==> src/hdl/ws_enc_pkg.sv <==
`timescale 1ns / 1ps
package ws_enc_pkg;

    // Bytes per color word; a fourth byte, if present, is sent as zeros after blue.
    localparam int COLOR_BYTES = 3;
    localparam int NUM_BITS    = COLOR_BYTES * 8;
    localparam int PAD_BITS    = NUM_BITS - 24;
    localparam int CNT_W       = $clog2(NUM_BITS);

    localparam int CHAN_W      = 8;
    localparam int TICK_W      = 15;
    localparam int CFG_IDX_W   = 3;

    localparam logic [CHAN_W-1:0] BRIGHTNESS_RST      = 8'd128;
    localparam logic [TICK_W-1:0] ONE_HIGH_TICKS_RST  = 15'd8;
    localparam logic [TICK_W-1:0] ONE_LOW_TICKS_RST   = 15'd4;
    localparam logic [TICK_W-1:0] ZERO_HIGH_TICKS_RST = 15'd4;
    localparam logic [TICK_W-1:0] ZERO_LOW_TICKS_RST  = 15'd8;
    localparam logic [TICK_W-1:0] LATCH_TICKS_RST     = 15'd600;

    typedef enum logic [CFG_IDX_W-1:0] {
        CFG_BRIGHTNESS      = 3'd0,
        CFG_ONE_HIGH_TICKS  = 3'd1,
        CFG_ONE_LOW_TICKS   = 3'd2,
        CFG_ZERO_HIGH_TICKS = 3'd3,
        CFG_ZERO_LOW_TICKS  = 3'd4,
        CFG_LATCH_TICKS     = 3'd5
    } t_cfg_index;

    typedef struct packed {
        logic mul_en;
        logic load_en;
        logic shift_en;
        logic sel_latch;
    } t_dp_cmd;

    typedef struct packed {
        logic last_bit;
    } t_dp_status;

    typedef struct packed {
        logic              first_level;
        logic [TICK_W-1:0] first_ticks;
        logic              second_level;
        logic [TICK_W-1:0] second_ticks;
        logic              last_symbol;
    } t_symbol;

endpackage

==> src/hdl/ws_enc_if.sv <==
`timescale 1ns / 1ps
interface ws_enc_color_if import ws_enc_pkg::*; ();
    logic              valid;
    logic              ready;
    logic [CHAN_W-1:0] red;
    logic [CHAN_W-1:0] green;
    logic [CHAN_W-1:0] blue;

    modport source (output valid, red, green, blue, input ready);
    modport sink   (input valid, red, green, blue, output ready);
endinterface

interface ws_enc_symbol_if import ws_enc_pkg::*; ();
    logic              valid;
    logic              ready;
    logic              first_level;
    logic [TICK_W-1:0] first_ticks;
    logic              second_level;
    logic [TICK_W-1:0] second_ticks;
    logic              last_symbol;

    modport source (output valid, first_level, first_ticks, second_level, second_ticks,
                    last_symbol, input ready);
    modport sink   (input valid, first_level, first_ticks, second_level, second_ticks,
                    last_symbol, output ready);
endinterface

interface ws_enc_cfg_if import ws_enc_pkg::*; ();
    logic                 valid;
    logic                 ready;
    logic [CFG_IDX_W-1:0] index;
    logic [TICK_W-1:0]    data;

    modport source (output valid, index, data, input ready);
    modport sink   (input valid, index, data, output ready);
endinterface

==> src/hdl/ws2812_color_symbol_encoder.sv <==
`timescale 1ns / 1ps
// Channel   Direction  Payload
// i_cfg     in         index (3 bits), data (15 bits); always ready
// i_color   in         red, green, blue (8 bits each)
// o_symbol  out        first_level, first_ticks, second_level, second_ticks, last_symbol
//
// A color is accepted, scaled in the multiply state, then sent as 25 symbols, one
// per cycle while the sink is ready: bit shift register data, then the latch symbol.
// Reset (synchronous, active low) restores the register defaults and idles the block.
// A stalled sink holds the current symbol; no new color is taken until the
// closing latch symbol has been accepted.
module ws2812_color_symbol_encoder
    import ws_enc_pkg::*;
(
    input  logic             i_clk,
    input  logic             i_rst_n,
    ws_enc_cfg_if.sink       i_cfg,
    ws_enc_color_if.sink     i_color,
    ws_enc_symbol_if.source  o_symbol
);

    t_dp_cmd    w_cmd;
    t_dp_status w_status;
    t_symbol    w_symbol;
    logic       w_cfg_we;

    // Registers are plain flops with no side effects, so writes never stall.
    assign i_cfg.ready = 1'b1;
    assign w_cfg_we    = i_cfg.valid;

    // The controller sequences a color: capture, scale, shift out the data
    // bits, then the latch symbol.
    ws_enc_ctrl u_ctrl (
        .i_clk       (i_clk),
        .i_rst_n     (i_rst_n),
        .i_in_valid  (i_color.valid),
        .o_in_ready  (i_color.ready),
        .o_out_valid (o_symbol.valid),
        .i_out_ready (o_symbol.ready),
        .i_status    (w_status),
        .o_cmd       (w_cmd)
    );

    // The datapath holds the registers, the scaling multipliers and the
    // bit shift register that picks each symbol's timing.
    ws_enc_dp u_dp (
        .i_clk       (i_clk),
        .i_rst_n     (i_rst_n),
        .i_cfg_we    (w_cfg_we),
        .i_cfg_index (i_cfg.index),
        .i_cfg_data  (i_cfg.data),
        .i_red       (i_color.red),
        .i_green     (i_color.green),
        .i_blue      (i_color.blue),
        .i_cmd       (w_cmd),
        .o_status    (w_status),
        .o_symbol    (w_symbol)
    );

    assign o_symbol.first_level  = w_symbol.first_level;
    assign o_symbol.first_ticks  = w_symbol.first_ticks;
    assign o_symbol.second_level = w_symbol.second_level;
    assign o_symbol.second_ticks = w_symbol.second_ticks;
    assign o_symbol.last_symbol  = w_symbol.last_symbol;

`ifndef SYNTHESIS
    // Only one color is in flight: no symbol is offered while a new color is taken.
    a_one_in_flight: assert property (@(posedge i_clk) disable iff (!i_rst_n)
        !(o_symbol.valid && i_color.ready))
        else $error("input ready while a symbol is pending");

    // A taken color goes through the multiply state, then its first data symbol is offered.
    a_first_symbol: assert property (@(posedge i_clk) disable iff (!i_rst_n)
        (i_color.valid && i_color.ready) |-> ##2 (o_symbol.valid && !o_symbol.last_symbol))
        else $error("first data symbol missing after color accept");

    // The latch symbol closes the color and the block goes idle.
    a_latch_ends: assert property (@(posedge i_clk) disable iff (!i_rst_n)
        (o_symbol.valid && o_symbol.ready && o_symbol.last_symbol)
        |=> (!o_symbol.valid && i_color.ready))
        else $error("block not idle after latch symbol");
`endif

endmodule

==> src/hdl/ws_enc_ctrl.sv <==
`timescale 1ns / 1ps
module ws_enc_ctrl
    import ws_enc_pkg::*;
(
    input  logic       i_clk,
    input  logic       i_rst_n,
    input  logic       i_in_valid,
    output logic       o_in_ready,
    output logic       o_out_valid,
    input  logic       i_out_ready,
    input  t_dp_status i_status,
    output t_dp_cmd    o_cmd
);

    typedef enum logic [1:0] {
        S_IDLE,
        S_MUL,
        S_SEND,
        S_LATCH
    } t_state;

    t_state r_state;
    logic   r_in_ready;
    logic   r_out_valid;
    logic   r_sel_latch;

    logic   w_in_acc;
    logic   w_out_acc;

    assign w_in_acc  = r_in_ready && i_in_valid;
    assign w_out_acc = r_out_valid && i_out_ready;

    always_comb begin
        o_cmd.mul_en    = w_in_acc;
        o_cmd.load_en   = (r_state == S_MUL);
        o_cmd.shift_en  = (r_state == S_SEND) && w_out_acc;
        o_cmd.sel_latch = r_sel_latch;
    end

    always_ff @(posedge i_clk) begin
        if (!i_rst_n) begin
            r_state     <= S_IDLE;
            r_in_ready  <= 1'b1;
            r_out_valid <= 1'b0;
            r_sel_latch <= 1'b0;
        end else begin
            case (r_state)
                S_IDLE: begin
                    if (w_in_acc) begin
                        r_state    <= S_MUL;
                        r_in_ready <= 1'b0;
                    end
                end
                S_MUL: begin
                    r_state     <= S_SEND;
                    r_out_valid <= 1'b1;
                end
                S_SEND: begin
                    if (w_out_acc && i_status.last_bit) begin
                        r_state     <= S_LATCH;
                        r_sel_latch <= 1'b1;
                    end
                end
                S_LATCH: begin
                    if (w_out_acc) begin
                        r_state     <= S_IDLE;
                        r_out_valid <= 1'b0;
                        r_sel_latch <= 1'b0;
                        r_in_ready  <= 1'b1;
                    end
                end
                default: begin
                    r_state     <= S_IDLE;
                    r_in_ready  <= 1'b1;
                    r_out_valid <= 1'b0;
                    r_sel_latch <= 1'b0;
                end
            endcase
        end
    end

    assign o_in_ready  = r_in_ready;
    assign o_out_valid = r_out_valid;

endmodule

==> src/hdl/ws_enc_dp.sv <==
`timescale 1ns / 1ps
module ws_enc_dp
    import ws_enc_pkg::*;
(
    input  logic                 i_clk,
    input  logic                 i_rst_n,
    input  logic                 i_cfg_we,
    input  logic [CFG_IDX_W-1:0] i_cfg_index,
    input  logic [TICK_W-1:0]    i_cfg_data,
    input  logic [CHAN_W-1:0]    i_red,
    input  logic [CHAN_W-1:0]    i_green,
    input  logic [CHAN_W-1:0]    i_blue,
    input  t_dp_cmd              i_cmd,
    output t_dp_status           o_status,
    output t_symbol              o_symbol
);

    localparam int PROD_W = 2 * CHAN_W;

    logic [CHAN_W-1:0]   r_brightness;
    logic [TICK_W-1:0]   r_one_high_ticks;
    logic [TICK_W-1:0]   r_one_low_ticks;
    logic [TICK_W-1:0]   r_zero_high_ticks;
    logic [TICK_W-1:0]   r_zero_low_ticks;
    logic [TICK_W-1:0]   r_latch_ticks;

    logic [PROD_W-1:0]   r_prod_r;
    logic [PROD_W-1:0]   r_prod_g;
    logic [PROD_W-1:0]   r_prod_b;
    logic [NUM_BITS-1:0] r_shift;
    logic [CNT_W-1:0]    r_count;

    logic [PROD_W:0]     w_sum_r;
    logic [PROD_W:0]     w_sum_g;
    logic [PROD_W:0]     w_sum_b;
    logic [23:0]         w_grb;
    logic                w_bit;

    always_ff @(posedge i_clk) begin
        if (!i_rst_n) begin
            r_brightness      <= BRIGHTNESS_RST;
            r_one_high_ticks  <= ONE_HIGH_TICKS_RST;
            r_one_low_ticks   <= ONE_LOW_TICKS_RST;
            r_zero_high_ticks <= ZERO_HIGH_TICKS_RST;
            r_zero_low_ticks  <= ZERO_LOW_TICKS_RST;
            r_latch_ticks     <= LATCH_TICKS_RST;
        end else if (i_cfg_we) begin
            case (i_cfg_index)
                CFG_BRIGHTNESS:      r_brightness      <= i_cfg_data[CHAN_W-1:0];
                CFG_ONE_HIGH_TICKS:  r_one_high_ticks  <= i_cfg_data;
                CFG_ONE_LOW_TICKS:   r_one_low_ticks   <= i_cfg_data;
                CFG_ZERO_HIGH_TICKS: r_zero_high_ticks <= i_cfg_data;
                CFG_ZERO_LOW_TICKS:  r_zero_low_ticks  <= i_cfg_data;
                CFG_LATCH_TICKS:     r_latch_ticks     <= i_cfg_data;
                default: begin
                end
            endcase
        end
    end

    always_ff @(posedge i_clk) begin
        if (i_cmd.mul_en) begin
            r_prod_r <= PROD_W'(i_red) * PROD_W'(r_brightness);
            r_prod_g <= PROD_W'(i_green) * PROD_W'(r_brightness);
            r_prod_b <= PROD_W'(i_blue) * PROD_W'(r_brightness);
        end
    end

    // floor(x / 255) for any x up to 255 * 255 is (x + (x >> 8) + 1) >> 8.
    assign w_sum_r = (PROD_W+1)'(r_prod_r) + (PROD_W+1)'(r_prod_r[PROD_W-1:CHAN_W])
                   + (PROD_W+1)'(1);
    assign w_sum_g = (PROD_W+1)'(r_prod_g) + (PROD_W+1)'(r_prod_g[PROD_W-1:CHAN_W])
                   + (PROD_W+1)'(1);
    assign w_sum_b = (PROD_W+1)'(r_prod_b) + (PROD_W+1)'(r_prod_b[PROD_W-1:CHAN_W])
                   + (PROD_W+1)'(1);
    assign w_grb   = {w_sum_g[PROD_W-1:CHAN_W], w_sum_r[PROD_W-1:CHAN_W],
                      w_sum_b[PROD_W-1:CHAN_W]};

    always_ff @(posedge i_clk) begin
        if (!i_rst_n) begin
            r_shift <= '0;
            r_count <= '0;
        end else if (i_cmd.load_en) begin
            r_shift <= NUM_BITS'(w_grb) << PAD_BITS;
            r_count <= '0;
        end else if (i_cmd.shift_en) begin
            r_shift <= r_shift << 1;
            r_count <= r_count + CNT_W'(1);
        end
    end

    assign o_status.last_bit = (r_count == CNT_W'(NUM_BITS - 1));

    assign w_bit = r_shift[NUM_BITS-1];

    always_comb begin
        if (i_cmd.sel_latch) begin
            o_symbol.first_level  = 1'b0;
            o_symbol.first_ticks  = r_latch_ticks;
            o_symbol.second_ticks = '0;
            o_symbol.last_symbol  = 1'b1;
        end else begin
            o_symbol.first_level  = 1'b1;
            o_symbol.first_ticks  = w_bit ? r_one_high_ticks : r_zero_high_ticks;
            o_symbol.second_ticks = w_bit ? r_one_low_ticks : r_zero_low_ticks;
            o_symbol.last_symbol  = 1'b0;
        end
        o_symbol.second_level = 1'b0;
    end

endmodule

==> src/flat_wrapper.sv <==
// flat-port wrapper written by rule: the top's interface ports become plain ports
module ws2812_color_symbol_encoder_flat import ws_enc_pkg::*;
  (i_clk, i_rst_n, i_cfg_valid, i_cfg_index, i_cfg_data, i_cfg_ready, i_color_valid, i_color_red, i_color_green, i_color_blue, i_color_ready, o_symbol_valid, o_symbol_first_level, o_symbol_first_ticks, o_symbol_second_level, o_symbol_second_ticks, o_symbol_last_symbol, o_symbol_ready);
  ws_enc_cfg_if i_cfg_i ();
  ws_enc_color_if i_color_i ();
  ws_enc_symbol_if o_symbol_i ();
  input  logic i_clk;
  input  logic i_rst_n;
  input wire logic [$bits(i_cfg_i.valid)-1:0] i_cfg_valid;
  input wire logic [$bits(i_cfg_i.index)-1:0] i_cfg_index;
  input wire logic [$bits(i_cfg_i.data)-1:0] i_cfg_data;
  output wire logic [$bits(i_cfg_i.ready)-1:0] i_cfg_ready;
  input wire logic [$bits(i_color_i.valid)-1:0] i_color_valid;
  input wire logic [$bits(i_color_i.red)-1:0] i_color_red;
  input wire logic [$bits(i_color_i.green)-1:0] i_color_green;
  input wire logic [$bits(i_color_i.blue)-1:0] i_color_blue;
  output wire logic [$bits(i_color_i.ready)-1:0] i_color_ready;
  output wire logic [$bits(o_symbol_i.valid)-1:0] o_symbol_valid;
  output wire logic [$bits(o_symbol_i.first_level)-1:0] o_symbol_first_level;
  output wire logic [$bits(o_symbol_i.first_ticks)-1:0] o_symbol_first_ticks;
  output wire logic [$bits(o_symbol_i.second_level)-1:0] o_symbol_second_level;
  output wire logic [$bits(o_symbol_i.second_ticks)-1:0] o_symbol_second_ticks;
  output wire logic [$bits(o_symbol_i.last_symbol)-1:0] o_symbol_last_symbol;
  input wire logic [$bits(o_symbol_i.ready)-1:0] o_symbol_ready;
  assign i_cfg_i.valid = i_cfg_valid;
  assign i_cfg_i.index = i_cfg_index;
  assign i_cfg_i.data = i_cfg_data;
  assign i_cfg_ready = i_cfg_i.ready;
  assign i_color_i.valid = i_color_valid;
  assign i_color_i.red = i_color_red;
  assign i_color_i.green = i_color_green;
  assign i_color_i.blue = i_color_blue;
  assign i_color_ready = i_color_i.ready;
  assign o_symbol_valid = o_symbol_i.valid;
  assign o_symbol_first_level = o_symbol_i.first_level;
  assign o_symbol_first_ticks = o_symbol_i.first_ticks;
  assign o_symbol_second_level = o_symbol_i.second_level;
  assign o_symbol_second_ticks = o_symbol_i.second_ticks;
  assign o_symbol_last_symbol = o_symbol_i.last_symbol;
  assign o_symbol_i.ready = o_symbol_ready;
  ws2812_color_symbol_encoder u_core (.i_clk(i_clk), .i_rst_n(i_rst_n), .i_cfg(i_cfg_i), .i_color(i_color_i), .o_symbol(o_symbol_i));
endmodule
==> config.mk <==
export PLATFORM = sky130hd
export DESIGN_NAME = ws2812_color_symbol_encoder_flat
export DESIGN_NICKNAME = d
export VERILOG_FILES = /design/src/hdl/ws_enc_pkg.sv /design/src/hdl/ws_enc_if.sv /design/src/hdl/ws2812_color_symbol_encoder.sv /design/src/hdl/ws_enc_ctrl.sv /design/src/hdl/ws_enc_dp.sv /design/src/flat_wrapper.sv
export SDC_FILE = /design/constraint.sdc
export NUM_CORES = 1
export LEC_CHECK = 0
export BUFFER_PORTS_ARGS = -buffer_cell sky130_fd_sc_hd__clkbuf_2
export CAP_MARGIN = 20
export CORE_ASPECT_RATIO = 1.2
export CORE_MARGIN = 2
export CORE_UTILIZATION = 55
export CTS_CLUSTER_DIAMETER = 200
export DETAILED_ROUTE_END_ITERATION = 8
export PLACE_DENSITY = 0.8
export SLEW_MARGIN = 20
export SYNTH_ARGS = -nofsm -noshare
export SYNTH_HDL_FRONTEND = slang
export SYNTH_SLANG_ARGS = --single-unit
==> constraint.sdc <==
create_clock -name i_clk -period 7.4 [get_ports i_clk]
set_clock_uncertainty 0.1 [all_clocks]
set_input_delay 1.11 -clock i_clk [delete_from_list [all_inputs] [get_ports i_clk]]
set_output_delay 1.11 -clock i_clk [all_outputs]
set_load 0.1 [all_outputs]
==> summary.md <==
| Metric | Value |
|---|---|
| PD cells | `approximately 180 mW/mm^2` |
| Top-area cell type share of the netlist area | `roughly 17%` |
| Dpl ws | `roughly 2 ns` |
| CTS Buf Count | `17` |
| Commonest cells in the synthesized netlist | `nand2_1, inv_1, and2_1` |
| Setup TNS | `0 ns` |
| Vias | `10240` |
| Post-route cell area | `0.01485 sq mm` |
| Pwr Total | `2741 uW` |
| Critical Path Fanout Max | `25` |
| R2R Path End | `u_core.u_dp.r_prod_g[15]$_DFFE_PP_` |
| Sequential element share of the synthesized area | `between 20% and 30%` |
| Hold Crit Start | `u_core.u_dp.r_one_high_ticks[11]$_SDFFE_PN0P_` |
| Hold Violations, Final | `0` |
| Post-synth net total | `approximately 1800` |
| Crit Path Class | `flip-flop to flip-flop` |
| Worst-Skew Late Latency | `roughly 0.43 ns` |
| R2r setup slk | `approximately 2.4 ns` |
| Worst Setup SP | `u_core.u_dp.r_brightness[4]$_SDFFE_PN0P_` |
| RSZ-0062 raised after global routing | `false` |
| Placed cell area | `between 0.01 and 0.015 sq mm` |
| Die ar. | `about 0.026 sq mm` |
| Post-CTS sizing | `0` |
| Remaining design rule violation count | `0` |
| Die Ht | `between 150 and 200 um` |
| Count leader, synth | `nand2_1` |
| Max Cap Viol | `0` |
| Initial drt markers | `slightly above 400` |
| Worst hold endpoint | `u_core.u_dp.r_one_high_ticks[11]$_SDFFE_PN0P_` |
| Synth Flop Type | `dfxtp_1` |
| Die X-Extent | `roughly 150 um` |
| Pins Over Slew Limit | `0` |
| Drt via density | `approximately 5.4` |
| Nets | `about 1900` |
| Fin crit share | `between 60% and 70%` |
| # rows | `63` |
| ANT cells | `0` |
| CP max stage cell | `dfxtp_1` |
| Share of post-route cells with drive strength above 1 | `approximately 8.7%` |
| Fin crit period | `around 5 ns` |
| Fmax | `just under 200 MHz` |
| Core Util, Final | `about 60%` |
| Clock transition at path regs | `~0.060 ns` |
| RD Place Congestion | `0.8257` |
| Setup crit end kind | `flip-flop` |
| Syn. warnings | `0` |
| Synth async-reset ratio | `0%` |
| Mean Syn Cell Area | `a little under 9 sq um` |
| Largest area contributor in the netlist | `dfxtp_1` |
| Grt ovf | `0` |
| CP most frequent cell | `fa_1` |
| Core box area | `between 0.02 and 0.025 sq mm` |
| Htree depth | `4` |
| # fillers | `2141` |
| Global Route Usage Sum | `between 20% and 30%` |
| CTS tree | `built` |
| Post-CTS Setup Bufs | `0` |
| Synthesized area | `0.01368 sq mm` |
| Syn Inst Count | `~1500` |
| Worst Hold Class | `flip-flop to flip-flop` |
| Starting Density | `between 50% and 60%` |
| CP arrival | `slightly above 5 ns` |
| Worst-Margin Slew | `approximately 1.0 ns` |
| Worst path required time | `between 7 and 8 ns` |
| Area growth syn-to-layout | `8.524%` |
| Number of synthesized flops with an enable pin | `48` |
| Largest net degree at the start of global routing | `~110` |
| Port buffer count | `80` |
| Synth area leaders | `dfxtp_1, fa_1, ha_1` |
| Final Routed Wirelength | `27300 um` |
| Hold_buf cts | `0` |
| I/O pin total | `83` |
| First-pass GRT wire length | `approximately 47000 um` |
| CP Cell Sequence | `and2_1 > fa_1 > fa_1 > fa_1 > inv_1 > fa_1 > inv_1 > ha_1 > or2_2 > a21oi_1 > a21oi_1 > a211oi_1 > a21oi_1 > xnor2_1` |
| Worst hold path stage count | `2` |
| CP max stage delay | `roughly 0.93 ns` |
| CP Launch Type | `flip-flop` |
| Root buffer cell | `clkbuf_16` |
| R2R Path Start | `u_core.u_dp.r_brightness[4]$_SDFFE_PN0P_` |
| Initial antenna violation count | `0` |
| Routed wire per std cell | `between 10 and 15 um` |
| Synth unique cells | `59` |
| Status | `completed` |
| Routed Antenna Nets | `0` |
| Hpwl dp | `~20000 um` |
| Clk buf depth | `2` |
| P_leak | `0.006837 uW` |
| Vias in the first global route | `about 10000` |
| Final setup fails | `0` |
| Final setup margin | `2.355 ns` |
| Slew HR | `between 30% and 40%` |
| Max VDD drop | `0.1707 mV` |
| Reg2Reg Depth | `14` |
| Synthesis-stage register bit count | `about 170` |
| CTS Sinks | `165` |
| Pre-Repair DR Iteration Count | `4` |
routing by layer:
metal	vias up	share of wire, %	global-route usage [%]	wire length (um)
met1	4975	46	27.98	12530
met3	28	3.2	2.500	866
met2	181	49	38.50	13510
met5	-	0	0	0
li1	5057	-	-	-
met4	0	1.5	6.627	396
worst max-delay path, delay by kind of cell (launching register included):
family,cells,cell delay [ns]
buffers and inverters,2,0.09
xor gates and xnor gates,1,0.14
DFF,1,0.93
and+or+nand+nor,2,0.55
AOI/OAI and AO/OA,4,0.74
adders and majority gates,5,2.24
metrics by stage:
step,cells,hold WS (ns)
6_report,1910,0.3629
5_1_grt,1910,0.3858
4_1_cts,1910,0.3675
3_5_place_dp,1879,0.3558
3_3_place_gp,1878,0.3499
2_1_floorplan,1529,0.3401
worst max path at each step:
stage | endpoint | slack, ns | depth (start not counted)
6_report | u_core.u_dp.r_prod_g[15]$_DFFE_PP_ | 2.35 | 14
5_1_grt | u_core.u_dp.r_prod_g[15]$_DFFE_PP_ | 2.04 | 15
4_1_cts | u_core.u_dp.r_prod_g[15]$_DFFE_PP_ | 2.33 | 15
3_5_place_dp | u_core.u_dp.r_prod_g[15]$_DFFE_PP_ | 2.03 | 15
3_3_place_gp | u_core.u_dp.r_prod_g[14]$_DFFE_PP_ | 2.10 | 15
2_1_floorplan | u_core.u_dp.r_prod_g[14]$_DFFE_PP_ | 2.34 | 14
cell families (layout without fill, tap and decap cells):
group / count (synthesis) / in the layout / synth area share [%]
and+or+nand+nor: 567 / 567 / 19.46
adders and majority gates: 243 / 243 / 28.15
AOI/OAI and AO/OA: 233 / 233 / 11.83
buffers and inverters: 222 / 278 / 6.265
DFF: 165 / 165 / 27.66
xor gates and xnor gates: 56 / 56 / 3.585
muxes: 41 / 41 / 3.000
other: 2 / 2 / 0.05490
power by group:
part,internal (uW),switching (uW),total [uW]
Clock,448,383,831
Combinational,262,502,764
Sequential,1050,101,1150
flip-flops by register name (all words and copies together) (netlist names), 2 cells and up:
signal                         count
u_core.u_ctrl.r_state              2
u_core.u_dp.r_brightness           8
u_core.u_dp.r_count                5
u_core.u_dp.r_latch_ticks         15
u_core.u_dp.r_one_high_ticks      15
u_core.u_dp.r_one_low_ticks       15
u_core.u_dp.r_prod_b              16
u_core.u_dp.r_prod_g              16
u_core.u_dp.r_prod_r              16
u_core.u_dp.r_shift               24
u_core.u_dp.r_zero_high_ticks     15
u_core.u_dp.r_zero_low_ticks      15
cells in the final DEF, fill, tap and decap left out, types with 7 or more instances in the layout:
master,count
and3_1,9
dfxtp_1,116
mux2i_1,41
edfxtp_1,48
a21oi_1,43
fa_1,108
inv_1,160
o21ai_0,43
nand3_1,20
clkbuf_16,17
xnor2_1,42
ha_1,135
o22ai_1,11
a211oi_1,8
clkbuf_2,80
xor2_1,14
nand4_1,7
nor2b_1,12
nor2_1,62
o21a_1,9
a21boi_0,76
nor3_1,9
and2_1,149
nand2_1,281
a21o_1,8
area by class of cell:
| type | count | area, sq um | area share [%] |
|---|---|---|---|
| Sequential cell | 165 | 3785 | 25.49 |
| Clock buffer | 18 | 439.2 | 2.958 |
| Clock inverter | 13 | 112.6 | 0.7585 |
| Timing Repair Buffer | 87 | 460.4 | 3.101 |
| Multi-Input combinational cell | 1142 | 9042 | 60.91 |
| Tap cell | 325 | 406.6 | 2.739 |
| Inverter | 160 | 600.6 | 4.045 |
(Power assumes the default switching activity.)
